### src/hw/rtl/spq_pkg.sv
// shared types and constants for the sorted priority queue
// no dependencies; used by every module of the block
`timescale 1ns / 1ps

package spq_pkg;

	localparam int CAPACITY  = 16;
	localparam int RANK_BITS = 8;

	localparam int VALUE_W = 32;
	localparam int IDX_W   = $clog2(CAPACITY);
	localparam int CNT_W   = $clog2(CAPACITY + 1);

	localparam logic OP_INSERT = 1'b0;
	localparam logic OP_REMOVE = 1'b1;

	localparam logic [1:0] STATUS_DONE  = 2'd0;
	localparam logic [1:0] STATUS_FULL  = 2'd1;
	localparam logic [1:0] STATUS_EMPTY = 2'd2;

	typedef struct packed {
		logic [VALUE_W-1:0]   value;
		logic [RANK_BITS-1:0] rank;
	} entry_t;

	typedef struct packed {
		logic             we;
		logic [IDX_W-1:0] waddr;
		entry_t           wdata;
		logic             re;
		logic [IDX_W-1:0] raddr;
	} ram_req_t;

	typedef struct packed {
		logic             load;
		logic [1:0]       status;
		logic             empty;
		logic [CNT_W-1:0] occ;
		entry_t           head;
		entry_t           tail;
	} result_t;

endpackage

### src/hw/rtl/spq_slot_ram.sv
// slot storage: one write port, one read port with registered read data
// depends on spq_pkg
`timescale 1ns / 1ps

module spq_slot_ram (
	input  logic              clk,
	input  spq_pkg::ram_req_t req,
	output spq_pkg::entry_t   rd_data
);

	spq_pkg::entry_t mem [spq_pkg::CAPACITY];
	spq_pkg::entry_t rd_q;

	always_ff @(posedge clk) begin
		if (req.we) begin
			mem[req.waddr] <= req.wdata;
		end
		if (req.re) begin
			rd_q <= mem[req.raddr];
		end
	end

	assign rd_data = rd_q;

endmodule

### src/hw/rtl/spq_ctrl.sv
// sequencer for insert and remove: walks the slots one at a time with one
// slot ram access per state and one rank comparator; depends on spq_pkg
`timescale 1ns / 1ps

module spq_ctrl (
	input  logic                         clk,
	input  logic                         arst_n,
	input  logic                         req_valid,
	output logic                         req_ready,
	input  logic                         operation,
	input  logic [spq_pkg::VALUE_W-1:0]  item_value,
	input  logic [7:0]                   item_rank,
	input  logic                         out_free,
	output spq_pkg::result_t             rsp_load,
	output spq_pkg::ram_req_t            ram_req,
	input  spq_pkg::entry_t              rd_data
);

	typedef enum logic [7:0] {
		S_IDLE    = 8'b0000_0001,
		S_INS_RD  = 8'b0000_0010,
		S_INS_CMP = 8'b0000_0100,
		S_REM_RD  = 8'b0000_1000,
		S_REM_WR  = 8'b0001_0000,
		S_FIN     = 8'b0010_0000,
		S_HEAD    = 8'b0100_0000,
		S_TAIL    = 8'b1000_0000
	} state_t;

	state_t                        state_q, state_d;
	logic [spq_pkg::CNT_W-1:0]     count_q, count_d;
	logic [spq_pkg::CNT_W-1:0]     idx_q, idx_d;
	logic [spq_pkg::IDX_W-1:0]     hole_q, hole_d;
	logic [1:0]                    status_q, status_d;
	spq_pkg::entry_t               new_q, new_d;
	spq_pkg::entry_t               head_q, head_d;
	logic [spq_pkg::CNT_W-1:0]     idx_m1;
	logic [spq_pkg::CNT_W-1:0]     cnt_m1;
	logic [spq_pkg::IDX_W-1:0]     hole_m1;
	logic                          rank_gt;

	assign idx_m1  = idx_q - spq_pkg::CNT_W'(1);
	assign cnt_m1  = count_q - spq_pkg::CNT_W'(1);
	assign hole_m1 = hole_q - spq_pkg::IDX_W'(1);
	// shared comparator: stored entry moves back only if strictly larger
	assign rank_gt = rd_data.rank > new_q.rank;

	assign req_ready = (state_q == S_IDLE);

	always_comb begin
		state_d  = state_q;
		count_d  = count_q;
		idx_d    = idx_q;
		hole_d   = hole_q;
		status_d = status_q;
		new_d    = new_q;
		head_d   = head_q;
		ram_req  = '0;
		rsp_load = '0;
		case (state_q)
			S_IDLE: begin
				if (req_valid) begin
					new_d.value = item_value;
					new_d.rank  = item_rank[spq_pkg::RANK_BITS-1:0];
					status_d    = spq_pkg::STATUS_DONE;
					if (operation == spq_pkg::OP_INSERT) begin
						if (count_q == spq_pkg::CNT_W'(spq_pkg::CAPACITY)) begin
							status_d = spq_pkg::STATUS_FULL;
							state_d  = S_FIN;
						end else begin
							hole_d  = count_q[spq_pkg::IDX_W-1:0];
							state_d = S_INS_RD;
						end
					end else begin
						if (count_q == '0) begin
							status_d = spq_pkg::STATUS_EMPTY;
							state_d  = S_FIN;
						end else begin
							idx_d   = spq_pkg::CNT_W'(1);
							state_d = S_REM_RD;
						end
					end
				end
			end
			S_INS_RD: begin
				if (hole_q == '0) begin
					ram_req.we    = 1'b1;
					ram_req.waddr = '0;
					ram_req.wdata = new_q;
					count_d       = count_q + spq_pkg::CNT_W'(1);
					state_d       = S_FIN;
				end else begin
					ram_req.re    = 1'b1;
					ram_req.raddr = hole_m1;
					state_d       = S_INS_CMP;
				end
			end
			S_INS_CMP: begin
				ram_req.we    = 1'b1;
				ram_req.waddr = hole_q;
				if (rank_gt) begin
					ram_req.wdata = rd_data;
					hole_d        = hole_m1;
					state_d       = S_INS_RD;
				end else begin
					ram_req.wdata = new_q;
					count_d       = count_q + spq_pkg::CNT_W'(1);
					state_d       = S_FIN;
				end
			end
			S_REM_RD: begin
				if (idx_q == count_q) begin
					count_d = cnt_m1;
					state_d = S_FIN;
				end else begin
					ram_req.re    = 1'b1;
					ram_req.raddr = idx_q[spq_pkg::IDX_W-1:0];
					state_d       = S_REM_WR;
				end
			end
			S_REM_WR: begin
				ram_req.we    = 1'b1;
				ram_req.waddr = idx_m1[spq_pkg::IDX_W-1:0];
				ram_req.wdata = rd_data;
				idx_d         = idx_q + spq_pkg::CNT_W'(1);
				state_d       = S_REM_RD;
			end
			S_FIN: begin
				if (count_q == '0) begin
					// empty queue reports zero head and tail
					if (out_free) begin
						rsp_load.load   = 1'b1;
						rsp_load.status = status_q;
						rsp_load.empty  = 1'b1;
						rsp_load.occ    = '0;
						state_d         = S_IDLE;
					end
				end else begin
					ram_req.re    = 1'b1;
					ram_req.raddr = '0;
					state_d       = S_HEAD;
				end
			end
			S_HEAD: begin
				head_d        = rd_data;
				ram_req.re    = 1'b1;
				ram_req.raddr = cnt_m1[spq_pkg::IDX_W-1:0];
				state_d       = S_TAIL;
			end
			S_TAIL: begin
				if (out_free) begin
					rsp_load.load   = 1'b1;
					rsp_load.status = status_q;
					rsp_load.empty  = 1'b0;
					rsp_load.occ    = count_q;
					rsp_load.head   = head_q;
					rsp_load.tail   = rd_data;
					state_d         = S_IDLE;
				end
			end
			default: begin
				state_d = S_IDLE;
			end
		endcase
	end

	always_ff @(posedge clk or negedge arst_n) begin
		if (!arst_n) begin
			state_q <= S_IDLE;
			count_q <= '0;
		end else begin
			state_q <= state_d;
			count_q <= count_d;
		end
	end

	always_ff @(posedge clk) begin
		idx_q    <= idx_d;
		hole_q   <= hole_d;
		status_q <= status_d;
		new_q    <= new_d;
		head_q   <= head_d;
	end

endmodule

### src/hw/rtl/sorted_priority_queue_core.sv
// top level of the sorted priority queue: sequencer, slot ram, result register
// depends on spq_pkg, spq_slot_ram, spq_ctrl
//
//  channel | handshake            | payload
//  req     | req_valid, req_ready | operation, item_value, item_rank
//  rsp     | rsp_valid, rsp_ready | status, is_empty, occupancy, head/tail value and rank
//
// one ram access per state sets the pace: an insert reads and moves back each entry
// of larger rank, a remove reads and moves forward each entry behind the head; then
// head and tail are read, unless the queue is empty, and the result waits to load
// while the output register is busy. full or empty rejections skip the slot walk.
// reset clears the sequencer and the entry count; slots are never read unwritten.
// a result waiting in the output register does not block the next request
// until that request is ready to report.
`timescale 1ns / 1ps

module sorted_priority_queue_core (
	input  logic                clk,
	input  logic                arst_n,
	input  logic                req_valid,
	output logic                req_ready,
	input  logic                operation,
	input  logic signed [31:0]  item_value,
	input  logic        [7:0]   item_rank,
	output logic                rsp_valid,
	input  logic                rsp_ready,
	output logic        [1:0]   status,
	output logic                is_empty,
	output logic        [4:0]   occupancy,
	output logic signed [31:0]  head_value,
	output logic        [7:0]   head_rank,
	output logic signed [31:0]  tail_value,
	output logic        [7:0]   tail_rank
);

	spq_pkg::ram_req_t ram_req;
	spq_pkg::entry_t   rd_data;
	spq_pkg::result_t  rsp_load;
	spq_pkg::result_t  rsp_q;
	logic              rsp_valid_q;
	logic              out_free;

	assign out_free = !rsp_valid_q || rsp_ready;

	spq_slot_ram u_ram (
		.clk     (clk),
		.req     (ram_req),
		.rd_data (rd_data)
	);

	spq_ctrl u_ctrl (
		.clk        (clk),
		.arst_n     (arst_n),
		.req_valid  (req_valid),
		.req_ready  (req_ready),
		.operation  (operation),
		.item_value (item_value),
		.item_rank  (item_rank),
		.out_free   (out_free),
		.rsp_load   (rsp_load),
		.ram_req    (ram_req),
		.rd_data    (rd_data)
	);

	always_ff @(posedge clk or negedge arst_n) begin
		if (!arst_n) begin
			rsp_valid_q <= 1'b0;
		end else if (rsp_load.load) begin
			rsp_valid_q <= 1'b1;
		end else if (rsp_ready) begin
			rsp_valid_q <= 1'b0;
		end
	end

	always_ff @(posedge clk) begin
		if (rsp_load.load) begin
			rsp_q <= rsp_load;
		end
	end

	assign rsp_valid  = rsp_valid_q;
	assign status     = rsp_q.status;
	assign is_empty   = rsp_q.empty;
	assign occupancy  = 5'(rsp_q.occ);
	assign head_value = rsp_q.head.value;
	assign head_rank  = 8'(rsp_q.head.rank);
	assign tail_value = rsp_q.tail.value;
	assign tail_rank  = 8'(rsp_q.tail.rank);

endmodule

### config.mk
export PLATFORM = sky130hd
export DESIGN_NAME = sorted_priority_queue_core
export DESIGN_NICKNAME = d
export VERILOG_FILES = /design/src/hw/rtl/spq_pkg.sv /design/src/hw/rtl/spq_slot_ram.sv /design/src/hw/rtl/spq_ctrl.sv /design/src/hw/rtl/sorted_priority_queue_core.sv
export SDC_FILE = /design/constraint.sdc
export NUM_CORES = 1
export LEC_CHECK = 0
export BUFFER_PORTS_ARGS = -buffer_cell sky130_fd_sc_hd__buf_2
export CELL_PAD_IN_SITES_DETAIL_PLACEMENT = 1
export CELL_PAD_IN_SITES_GLOBAL_PLACEMENT = 2
export CORE_ASPECT_RATIO = 0.5
export CORE_UTILIZATION = 44
export CTS_CLUSTER_SIZE = 28
export DETAILED_ROUTE_END_ITERATION = 6
export GPL_TIMING_DRIVEN = 0
export PLACE_DENSITY_LB_ADDON = 0.08
export SETUP_SLACK_MARGIN = 0.3
export SLEW_MARGIN = 20
export SYNTH_ARGS = -nofsm -noshare
export SYNTH_HDL_FRONTEND = slang
export SYNTH_HIERARCHICAL = 1
export SYNTH_SLANG_ARGS = --single-unit
export TNS_END_PERCENT = 20
### constraint.sdc
create_clock -name clk -period 4.8 [get_ports clk]
set_input_delay 0.96 -clock clk [delete_from_list [all_inputs] [get_ports clk]]
set_output_delay 0.96 -clock clk [all_outputs]
set_load 0.01 [all_outputs]
After elaboration in Yosys (flattened, before gate mapping)
Memory sizes are Yosys's and may differ from the RTL's. A register that Yosys moved wholly into a read port is not among the register bits.
Cells that the tools add are included.
- memories: 1
- flip-flop bits (word level): 193
- input bits: 45
- memory bits (writable): 640
- word-level logic and storage cells: 97
- memories (name ; words ; bits a word ; rd ports ; clocked after memory_dff ; write ports ; line ; text):
    u_ram.mem ; 16 ; 40 ; 1 ; 1 ; 1 ; spq_slot_ram.sv:11 ; spq_pkg::entry_t mem [spq_pkg::CAPACITY];
- reductions and logical operators: 13
- equality and inequality tests: 19
- mux-type cells: 41
- add/sub/neg operators: 5
- order comparisons: 1
- operator list (kind ; number):
    45-bit case mux with 3 select lines ; 1
    89-bit two-way mux ; 1
    8-bit case mux with 8 select lines ; 1
    45-bit two-way mux ; 1
    5-bit two-way mux ; 9
    40-bit two-way mux ; 1
    8-bit two-way mux ; 4
    6-bit two-way mux ; 5
    5-bit case mux with 4 select lines ; 1
    9-bit two-way mux ; 2
    9-bit case mux with 2 select lines ; 1
    4-bit two-way mux ; 4
    5-bit case mux with 3 select lines ; 1
    5-bit by 1-bit adder with 5-bit output (second input constant) ; 2
    2-bit inequality test (second input constant) ; 5
    5-bit case mux with 2 select lines ; 1
    8-bit by 1-bit == test with 1-bit output (second input constant) ; 1
    8-bit by 2-bit == test with 1-bit output (second input constant) ; 1
    8-bit by 3-bit == test with 1-bit output (second input constant) ; 1
    8-bit by 4-bit == test with 1-bit output (second input constant) ; 1
    8-bit by 5-bit == test with 1-bit output (second input constant) ; 1
    8-bit by 6-bit == test with 1-bit output (second input constant) ; 1
    8-bit by 7-bit == test with 1-bit output (second input constant) ; 1
    8-bit == test (second input constant) ; 1
    18 further kinds ; 31

Longest topological paths before layout
Gate-level depths: netlist of run 1.
- depth in word-level cells: 6
- gate-level depth with buffers: 14
- depth with buffers taken out: 11

Modules after synthesis
The synthesis of run 1 kept the hierarchy.
- by module, submodules not included (module ; times used ; seq. area each (sq um) ; cells an instance ; area each (sq um)):
    spq_slot_ram ; 1 ; 20419.6 ; 1040 ; 25532.0
    spq_ctrl ; 1 ; 3059.2 ; 447 ; 5341.4
    sorted_priority_queue_core ; 1 ; 2667.6 ; 91 ; 2690.1

Worst setup path after synthesis of run 1
Ideal clock, no wire load.
- path kind: flip-flop to flip-flop
- start point: register u_ctrl.state_q[7]
- end point: memory u_ram/mem[0][0] (netlist name), enable pin
- buffers on the path: 1
- arrival time: 4.731 ns
- data required time: 4.313 ns
- stages on the path, launching flop included: 8
- setup slack: -0.418 ns
- path through: dfrtp_1 or3_4 nor4_4 nand2_1 clkbuf_1 nand2_1 or3b_2 nor3_1
- RTL lines (what ; line ; text):
    start, declared ; spq_ctrl.sv:30 ; state_t state_q, state_d;
    start signal, assigned ; spq_ctrl.sv:172 ; state_q <= state_d;
    end, declared ; spq_slot_ram.sv:11 ;

==> metrics.md, run 1 <==
| Metric | Value |
|---|---|
| Most common cell after layout, fill and taps aside | edfxtp_1 |
| Tightest Hold Check Type | input port to async pin |
| Synth Flop Type | edfxtp_1 |
| Top Metal Used | met4 |
| Clock Path Buffers | 3 |
| Most used cell along the critical path | buf_4 |
| Cell count after synthesis | between 1500 and 2000 |
| Vias in the first global route | roughly 18000 |
| Worst-path maximum fanout | 10 |
| Final WL | approximately 87 mm |
| Slowest CP cell | nor3_2 |
| Syn nets | ~1600 |
| Most frequent cells in the layout | edfxtp_1, buf_2, mux4_2, and2_1 |
| DR iter-0 viols | about 1500 |
| Worst Setup End Kind | register |
| Clk_lat worst skew | ~0.66 ns |
| GRT overflow | 0 |
| Port bufs | approximately 130 |
| Largest net degree at the start of global routing | 42 |
| Synth async-reset ratio | 1.60% |
| FMAX | between 200 and 250 MHz |
| Wire length of the first global-routing pass | 124 mm |
| Setup_tns | 0 ns |
| Number of iterations in the first detailed-routing pass | 6 |
| Resized Gates After CTS | 0 |
| Postcts setup bufs | 0 |
| Share of layout cells above drive strength 1 | 25.0% |
| RSZ-0062 raised after global routing | yes |
| Die area | 77500 sq um |
| Final Hold Viols | 0 |
| Die height | between 150 and 200 um |
| Met3 routed WL | ~5.4 mm |
| Routed WL per cell | around 30 um |
| Crit path launch type | register |
| Design Area, Final | 39100 sq um |
| H-tree levels | 3 |
| Leakage power | 13.5 nW |
| EDFF count, synth | approximately 860 |
| VDD IR max | approximately 0.22 mV |
| Clk sinks | between 800 and 900 |
| Global Route Usage Sum | 22.9% |
| Fin cells | between 2000 and 3000 |
| Worst Max-Slew Pin Slew | around 1.4 ns |
| Final GP Congestion | 0.794 |
| P&R area growth vs syn | 16.5% |
| Die X | slightly below 400 um |
| CTS clk-pin slew, worst paths | ~0.06 ns |
| Crit path required time | around 5.2 ns |
| Clk_skew | roughly 0.029 ns |
| Clock root buffer | clkbuf_16 |
| DRC violations left | 0 |
| Starting Density | between 40% and 50% |
| Post-synth cell types | 56 |
| Pwr dens | ~460 nW/um^2 |
| Worst-path cell chain | or3_4 -> nor4_4 -> nand2_1 -> clkbuf_1 -> o21ai_0 -> nand3b_1 -> nor3_2 -> buf_4 -> buf_4 -> buf_4 -> buf_6 |
| Critical Path AT | roughly 4.7 ns |
| Rows | between 70 and 80 |
| Fin. max-slew vios | 0 |
| Slew HR | 8.90% |
| Final setup margin | approximately 0.46 ns |
| Via count | between 15000 and 20000 |
| Yosys reg bits | 873 |
| Met2 routed WL | 40.6 mm |
| IO Count | between 100 and 150 |
| Num CTS Buffers | just under 80 |
| Cell Area, Synth | ~34000 sq um |
| Metal-1 WL | between 30 and 40 mm |
| Setup CP Type | register to register |
| Post-placement cell count | roughly 2800 |
| # setup viols final | 0 |
| Syn avg cell area | between 20 and 25 sq um |
| Synth warn | 6 |
| Fillers | approximately 6700 |
| Post-route minimum period | approximately 4.3 ns |
| Status | complete, no violations |
| CTS tree | yes |
| Placed Instance Area | between 30000 and 40000 sq um |
| Max cap viols | 0 |
| Placeable Area | between 70000 and 80000 sq um |
| Crit path largest cell delay | 0.66 ns |
| Final ANT Viol Nets | 0 |
| CTS Hold Bufs | 0 |
| Nets | between 1500 and 2000 |
| Tcrit/Tclk final | 90.5% |
| Worst slack at placement | approximately 0.5 ns |
| Initial antenna violation count | 2 |
| Post-synthesis sequential area ratio | roughly 80% |
| HPWL Detailed | around 57 mm |
| Avg Vias per Cell | roughly 5.7 |
-- final timing paths --
kind	from	end	slack, ns	cells past startpoint
worst max-delay path	u_ctrl/state_q[7]$_DFFE_PN0P_	u_ram/mem[4][29]$_DFFE_PP_	0.46	11
worst min-delay path	arst_n	u_ctrl/count_q[4]$_DFFE_PN0P_	0.23	1
worst max register to register	u_ctrl/state_q[7]$_DFFE_PN0P_	u_ram/mem[4][29]$_DFFE_PP_	0.46	11
worst min register to register	u_ram/rd_data[18]$_DFFE_PP_	u_ctrl/head_q[18]$_DFFE_PP_	0.47	0
max in group asynchronous	arst_n	u_ctrl/state_q[0]$_DFFE_PN1P_	4.23	1
min in group clk	item_rank[7]	u_ctrl/new_q[7]$_DFFE_PP_	0.47	1
-- synthesized netlist by cell type, drive strengths merged (3+ instances only) --
master | instances | share of area, %
a21oi | 10 | 0.15
a22o | 40 | 1.0
a22oi | 81 | 1.8
and2 | 92 | 1.7
and3 | 4 | 0.075
buf | 40 | 1.2
clkbuf | 39 | 0.44
dfrtp | 13 | 0.97
edfxtp | 859 | 77
ha | 14 | 0.52
inv | 20 | 0.22
mux4 | 160 | 11
nand2 | 64 | 0.72
nand2b | 5 | 0.12
nand3 | 8 | 0.12
nand4 | 3 | 0.056
nand4b | 3 | 0.078
nor2 | 29 | 0.32
nor2b | 9 | 0.18
nor3 | 13 | 0.25
nor4 | 3 | 0.19
o21a | 3 | 0.067
o21ai | 18 | 0.28
o22ai | 4 | 0.075
or3b | 3 | 0.086
xnor2 | 11 | 0.29
xor2 | 9 | 0.23
-- state kept, by name, summed over array words and instances, names as in the netlist --
name	count
occupancy	5
u_ram/mem	640
u_ctrl/count_q	5
u_ctrl/status_q	2
u_ctrl/state_q	8
tail_value	32
rsp_valid	1
status	2
is_empty	1
head_rank	8
u_ctrl/new_q	40
u_ctrl/hole_q	4
u_ctrl/head_q	40
u_ctrl/idx_q	5
tail_rank	8
head_value	32
u_ram/rd_data	40
-- metrics by stage --
stage | hold slack, ns | utilization, % | power, mW
detailed placement | 0.462 | 48.6 | 12.1
floorplan | 0.442 | - | 11.0
finish | 0.234 | 51.9 | 18.2
CTS | 0.200 | 51.9 | 18.3
global placement | 0.462 | 47.1 | 12.0
global route | 0.232 | 51.9 | 18.8
-- power by group --
group,internal [mW],switching [mW]
Combinational,1.10,1.69
Clock,3.43,2.79
Sequential,8.90,0.247
-- critical path: cells and delay by family, from the launching register on --
family | cells | cell delay [ns]
AOI/OAI and AO/OA | 1 | 0.47
buffers and inverters | 5 | 1.18
DFF | 1 | 0.44
and+or+nand+nor | 5 | 1.94
-- metal layers --
layer	vias up	GRT usage (%)
met1	9150	32.7
met4	0	5.89
met3	120	5.26
met5	-	0
met2	492	35.6
li1	7068	-
-- logic make-up (layout without fill, tap and decap cells) --
logic type / Yosys count / count (layout) / synth area share (%)
flip-flops: 873 / 873 / 77.9
XOR/XNOR: 20 / 20 / 0.522
AO/OA/AOI/OAI: 166 / 166 / 3.68
buffers and inverters: 99 / 431 / 1.81
adder cells (fa/ha/maj): 14 / 14 / 0.522
other: 0 / 2 / 0
AND/OR/NAND/NOR: 245 / 245 / 4.13
multiplexers: 161 / 161 / 11.4
-- cell type report --
class | count | area (sq um) | share of cell area, %
clock inverters | 44 | 380 | 0.973
multi-input cells | 606 | 6940 | 17.7
diodes | 2 | 5.00 | 0.0128
repair buffers | 190 | 1650 | 4.22
plain buffers | 79 | 533 | 1.36
inverters | 20 | 80.1 | 0.205
clock buffers | 98 | 2090 | 5.35
flip-flops and latches | 873 | 26100 | 66.9
well taps | 1022 | 1280 | 3.27
Power figures use the tool's default switching activity.
==> inputs of run 2 (changes only) <==
Settings changed: CORE_UTILIZATION 44 to 52.
Clock period 4.8 ns to 5.42 ns, I/O delays scaled along.
==> run 2 against run 1 <==
Effect of this change: final area down 0.27%; clock power down 13%; sequential cell count unchanged; sequential power decreased by 12%; die area shrank 15%; final cell count fell by 6.3%; critical endpoint is now u_ram/mem[12][24]$_DFFE_PP_; highest routed layer unchanged.
==> metrics.md, run 2 (synthesized netlist as in run 1, its figures left out) <==
| Metric | Value |
|---|---|
| Final ANT Viol Nets | 0 |
| DRC violations left | 0 |
| Fin. max-slew vios | 0 |
| Smallest hold slack | ~0.37 ns |
| FMAX | 207 MHz |
| CTS Hold Bufs | 0 |
| Final setup margin | 0.596 ns |
| Clk sinks | ~870 |
| Number of iterations in the first detailed-routing pass | 5 |
| Die X | around 360 um |
| Die area | 65600 sq um |
| Most flops, register | u_ram/mem |
| Critical Path AT | 5.16 ns |
| HPWL Detailed | about 56 mm |
| Crit path launch type | register |
| Rows | 65 |
| Worst slack at placement | between 0.6 and 0.7 ns |
| Worst-path maximum fanout | 10 |
| Max cap viols | 0 |
| Routed WL per cell | 31.0 um |
| Worst R2R Start | u_ctrl/state_q[7]$_DFFE_PN0P_ |
| P&R area growth vs syn | 16.2% |
| Postcts setup bufs | 0 |
| Final Hold Viols | 0 |
| GRT overflow | 0 |
| Status | complete, no violations |
| Global Route Usage Sum | 26.4% |
| Resized Gates After CTS | 0 |
| Avg Vias per Cell | 6.16 |
| Fin cells | ~2700 |
| DR iter-0 viols | about 1800 |
| Clock root buffer | clkbuf_16 |
| Leakage power | ~14 nW |
| Share of layout cells above drive strength 1 | between 20% and 30% |
| Post-placement cell count | 2609 |
| Reg-to-Reg End | u_ram/mem[12][24]$_DFFE_PP_ |
| Num CTS Buffers | between 70 and 80 |
| Clk_skew | between 0.02 and 0.03 ns |
| Final GP Congestion | between 0.8 and 0.9 |
| Worst Max-Slew Pin Slew | about 1.1 ns |
| Most frequent cells in the layout | edfxtp_1, buf_2, mux4_2, and2_1, a22oi_1 |
| RSZ-0062 raised after global routing | no |
| Wire length of the first global-routing pass | roughly 120 mm |
| H-tree levels | 3 |
| Via count | between 15000 and 20000 |
| Die height | 182 um |
| Slew HR | between 20 and 30% |
| Reg2Reg Setup Slack | around 0.6 ns |
| Final WL | 85.2 mm |
| IO Count | 135 |
| Setup CP Type | register to register |
| Initial antenna violation count | 2 |
| Clk_lat worst skew | approximately 0.64 ns |
| Post-route minimum period | 4.82 ns |
| Worst Setup End Kind | register |
| Max FFs per register | 640 |
| Tcrit/Tclk final | 89.0% |
| Tightest Hold Check Type | input port to async pin |
| Placeable Area | about 63000 sq um |
| # setup viols final | 0 |
| Most common cell after layout, fill and taps aside | edfxtp_1 |
| Clock Path Buffers | 3 |
| Starting Density | between 50% and 60% |
| Nets | between 1500 and 2000 |
| R2R depth | 12 |
| Port bufs | 134 |
| CTS tree | yes |
| Crit path required time | between 5 and 6 ns |
| Vias in the first global route | 17700 |
| Largest net degree at the start of global routing | 43 |
| Pwr dens | roughly 410 nW/um^2 |
| VDD IR max | 0.289 mV |
| CTS clk-pin slew, worst paths | around 0.070 ns |
==> run 2: cell types whose count changed in the layout (fill, tap and decap cells not counted), moves of 2 or more <==
cell       previous run  this run
buf_16               15        26
buf_4                18        16
clkinv_2             18        14
inv_6                 3         5
clkinv_4              0         3
clkbuf_1             56        50
clkbuf_16            81        78
buf_12               28        20
buf_8                 2         5
==> run 2: cell type report <==
cell class              count  area (sq um)
plain buffers              79           533
inverters                  20          77.6
diodes                      2          5.00
flip-flops and latches    873         26100
multi-input cells         606          6930
repair buffers            194          1820
clock buffers              89          1990
fillers                  5308         24400
clock inverters            48           442
well taps                 837          1050
==> run 2: worst max-delay path by stage <==
stage / endpoint / cells past startpoint / startpoint / slack (ns)
5_1_grt: u_ram/mem[12][24]$_DFFE_PP_ / 12 / u_ctrl/state_q[7]$_DFFE_PN0P_ / 0.47
2_1_floorplan: u_ram/mem[12][0]$_DFFE_PP_ / 7 / u_ctrl/state_q[7]$_DFFE_PN0P_ / 0.33
6_report: u_ram/mem[12][24]$_DFFE_PP_ / 12 / u_ctrl/state_q[7]$_DFFE_PN0P_ / 0.60
4_1_cts: u_ram/mem[12][24]$_DFFE_PP_ / 12 / u_ctrl/state_q[7]$_DFFE_PN0P_ / 0.67
3_5_place_dp: u_ram/mem[12][24]$_DFFE_PP_ / 12 / u_ctrl/state_q[7]$_DFFE_PN0P_ / 0.62
3_3_place_gp: u_ram/mem[4][24]$_DFFE_PP_ / 7 / u_ctrl/state_q[7]$_DFFE_PN0P_ / -3.85
==> run 2: power breakdown <==
| part | switching [mW] | internal [mW] | total (mW) |
|---|---|---|---|
| combinational | 1.48 | 0.959 | 2.44 |
| sequential | 0.204 | 7.88 | 8.09 |
| clock | 2.43 | 2.99 | 5.42 |
==> run 2: per-stage QoR <==
stage	area, sq um	TNS (ns)	power, mW	util [%]
floorplan	33600	0	9.75	-
global placement	35300	-1073.57	10.5	55.6
detailed placement	36600	0	10.7	57.6
CTS	39000	0	16.1	61.5
global route	39000	0	16.5	61.5
finish	39000	0	15.9	61.5
==> run 2: per-layer routing <==
metal / wire length (um) / vias to the layer above / GRT usage, %
li1: - / 7074 / -
met1: 35800 / 9014 / 36.8
met2: 40900 / 707 / 42.6
met4: 1880 / 0 / 6.81
met3: 6590 / 129 / 6.26
met5: 0 / - / 0
==> run 2: worst max-delay path: stages, from the launching register on <==
cell	delay (ns)
dfrtp_1	0.43
or3_4	0.46
nor4_4	0.26
nand2_1	0.14
clkbuf_1	0.27
o21ai_0	0.64
nand3_1	0.49
nor3_2	0.80
buf_6	0.26
buf_4	0.22
buf_4	0.23
buf_6	0.18
buf_6	0.15
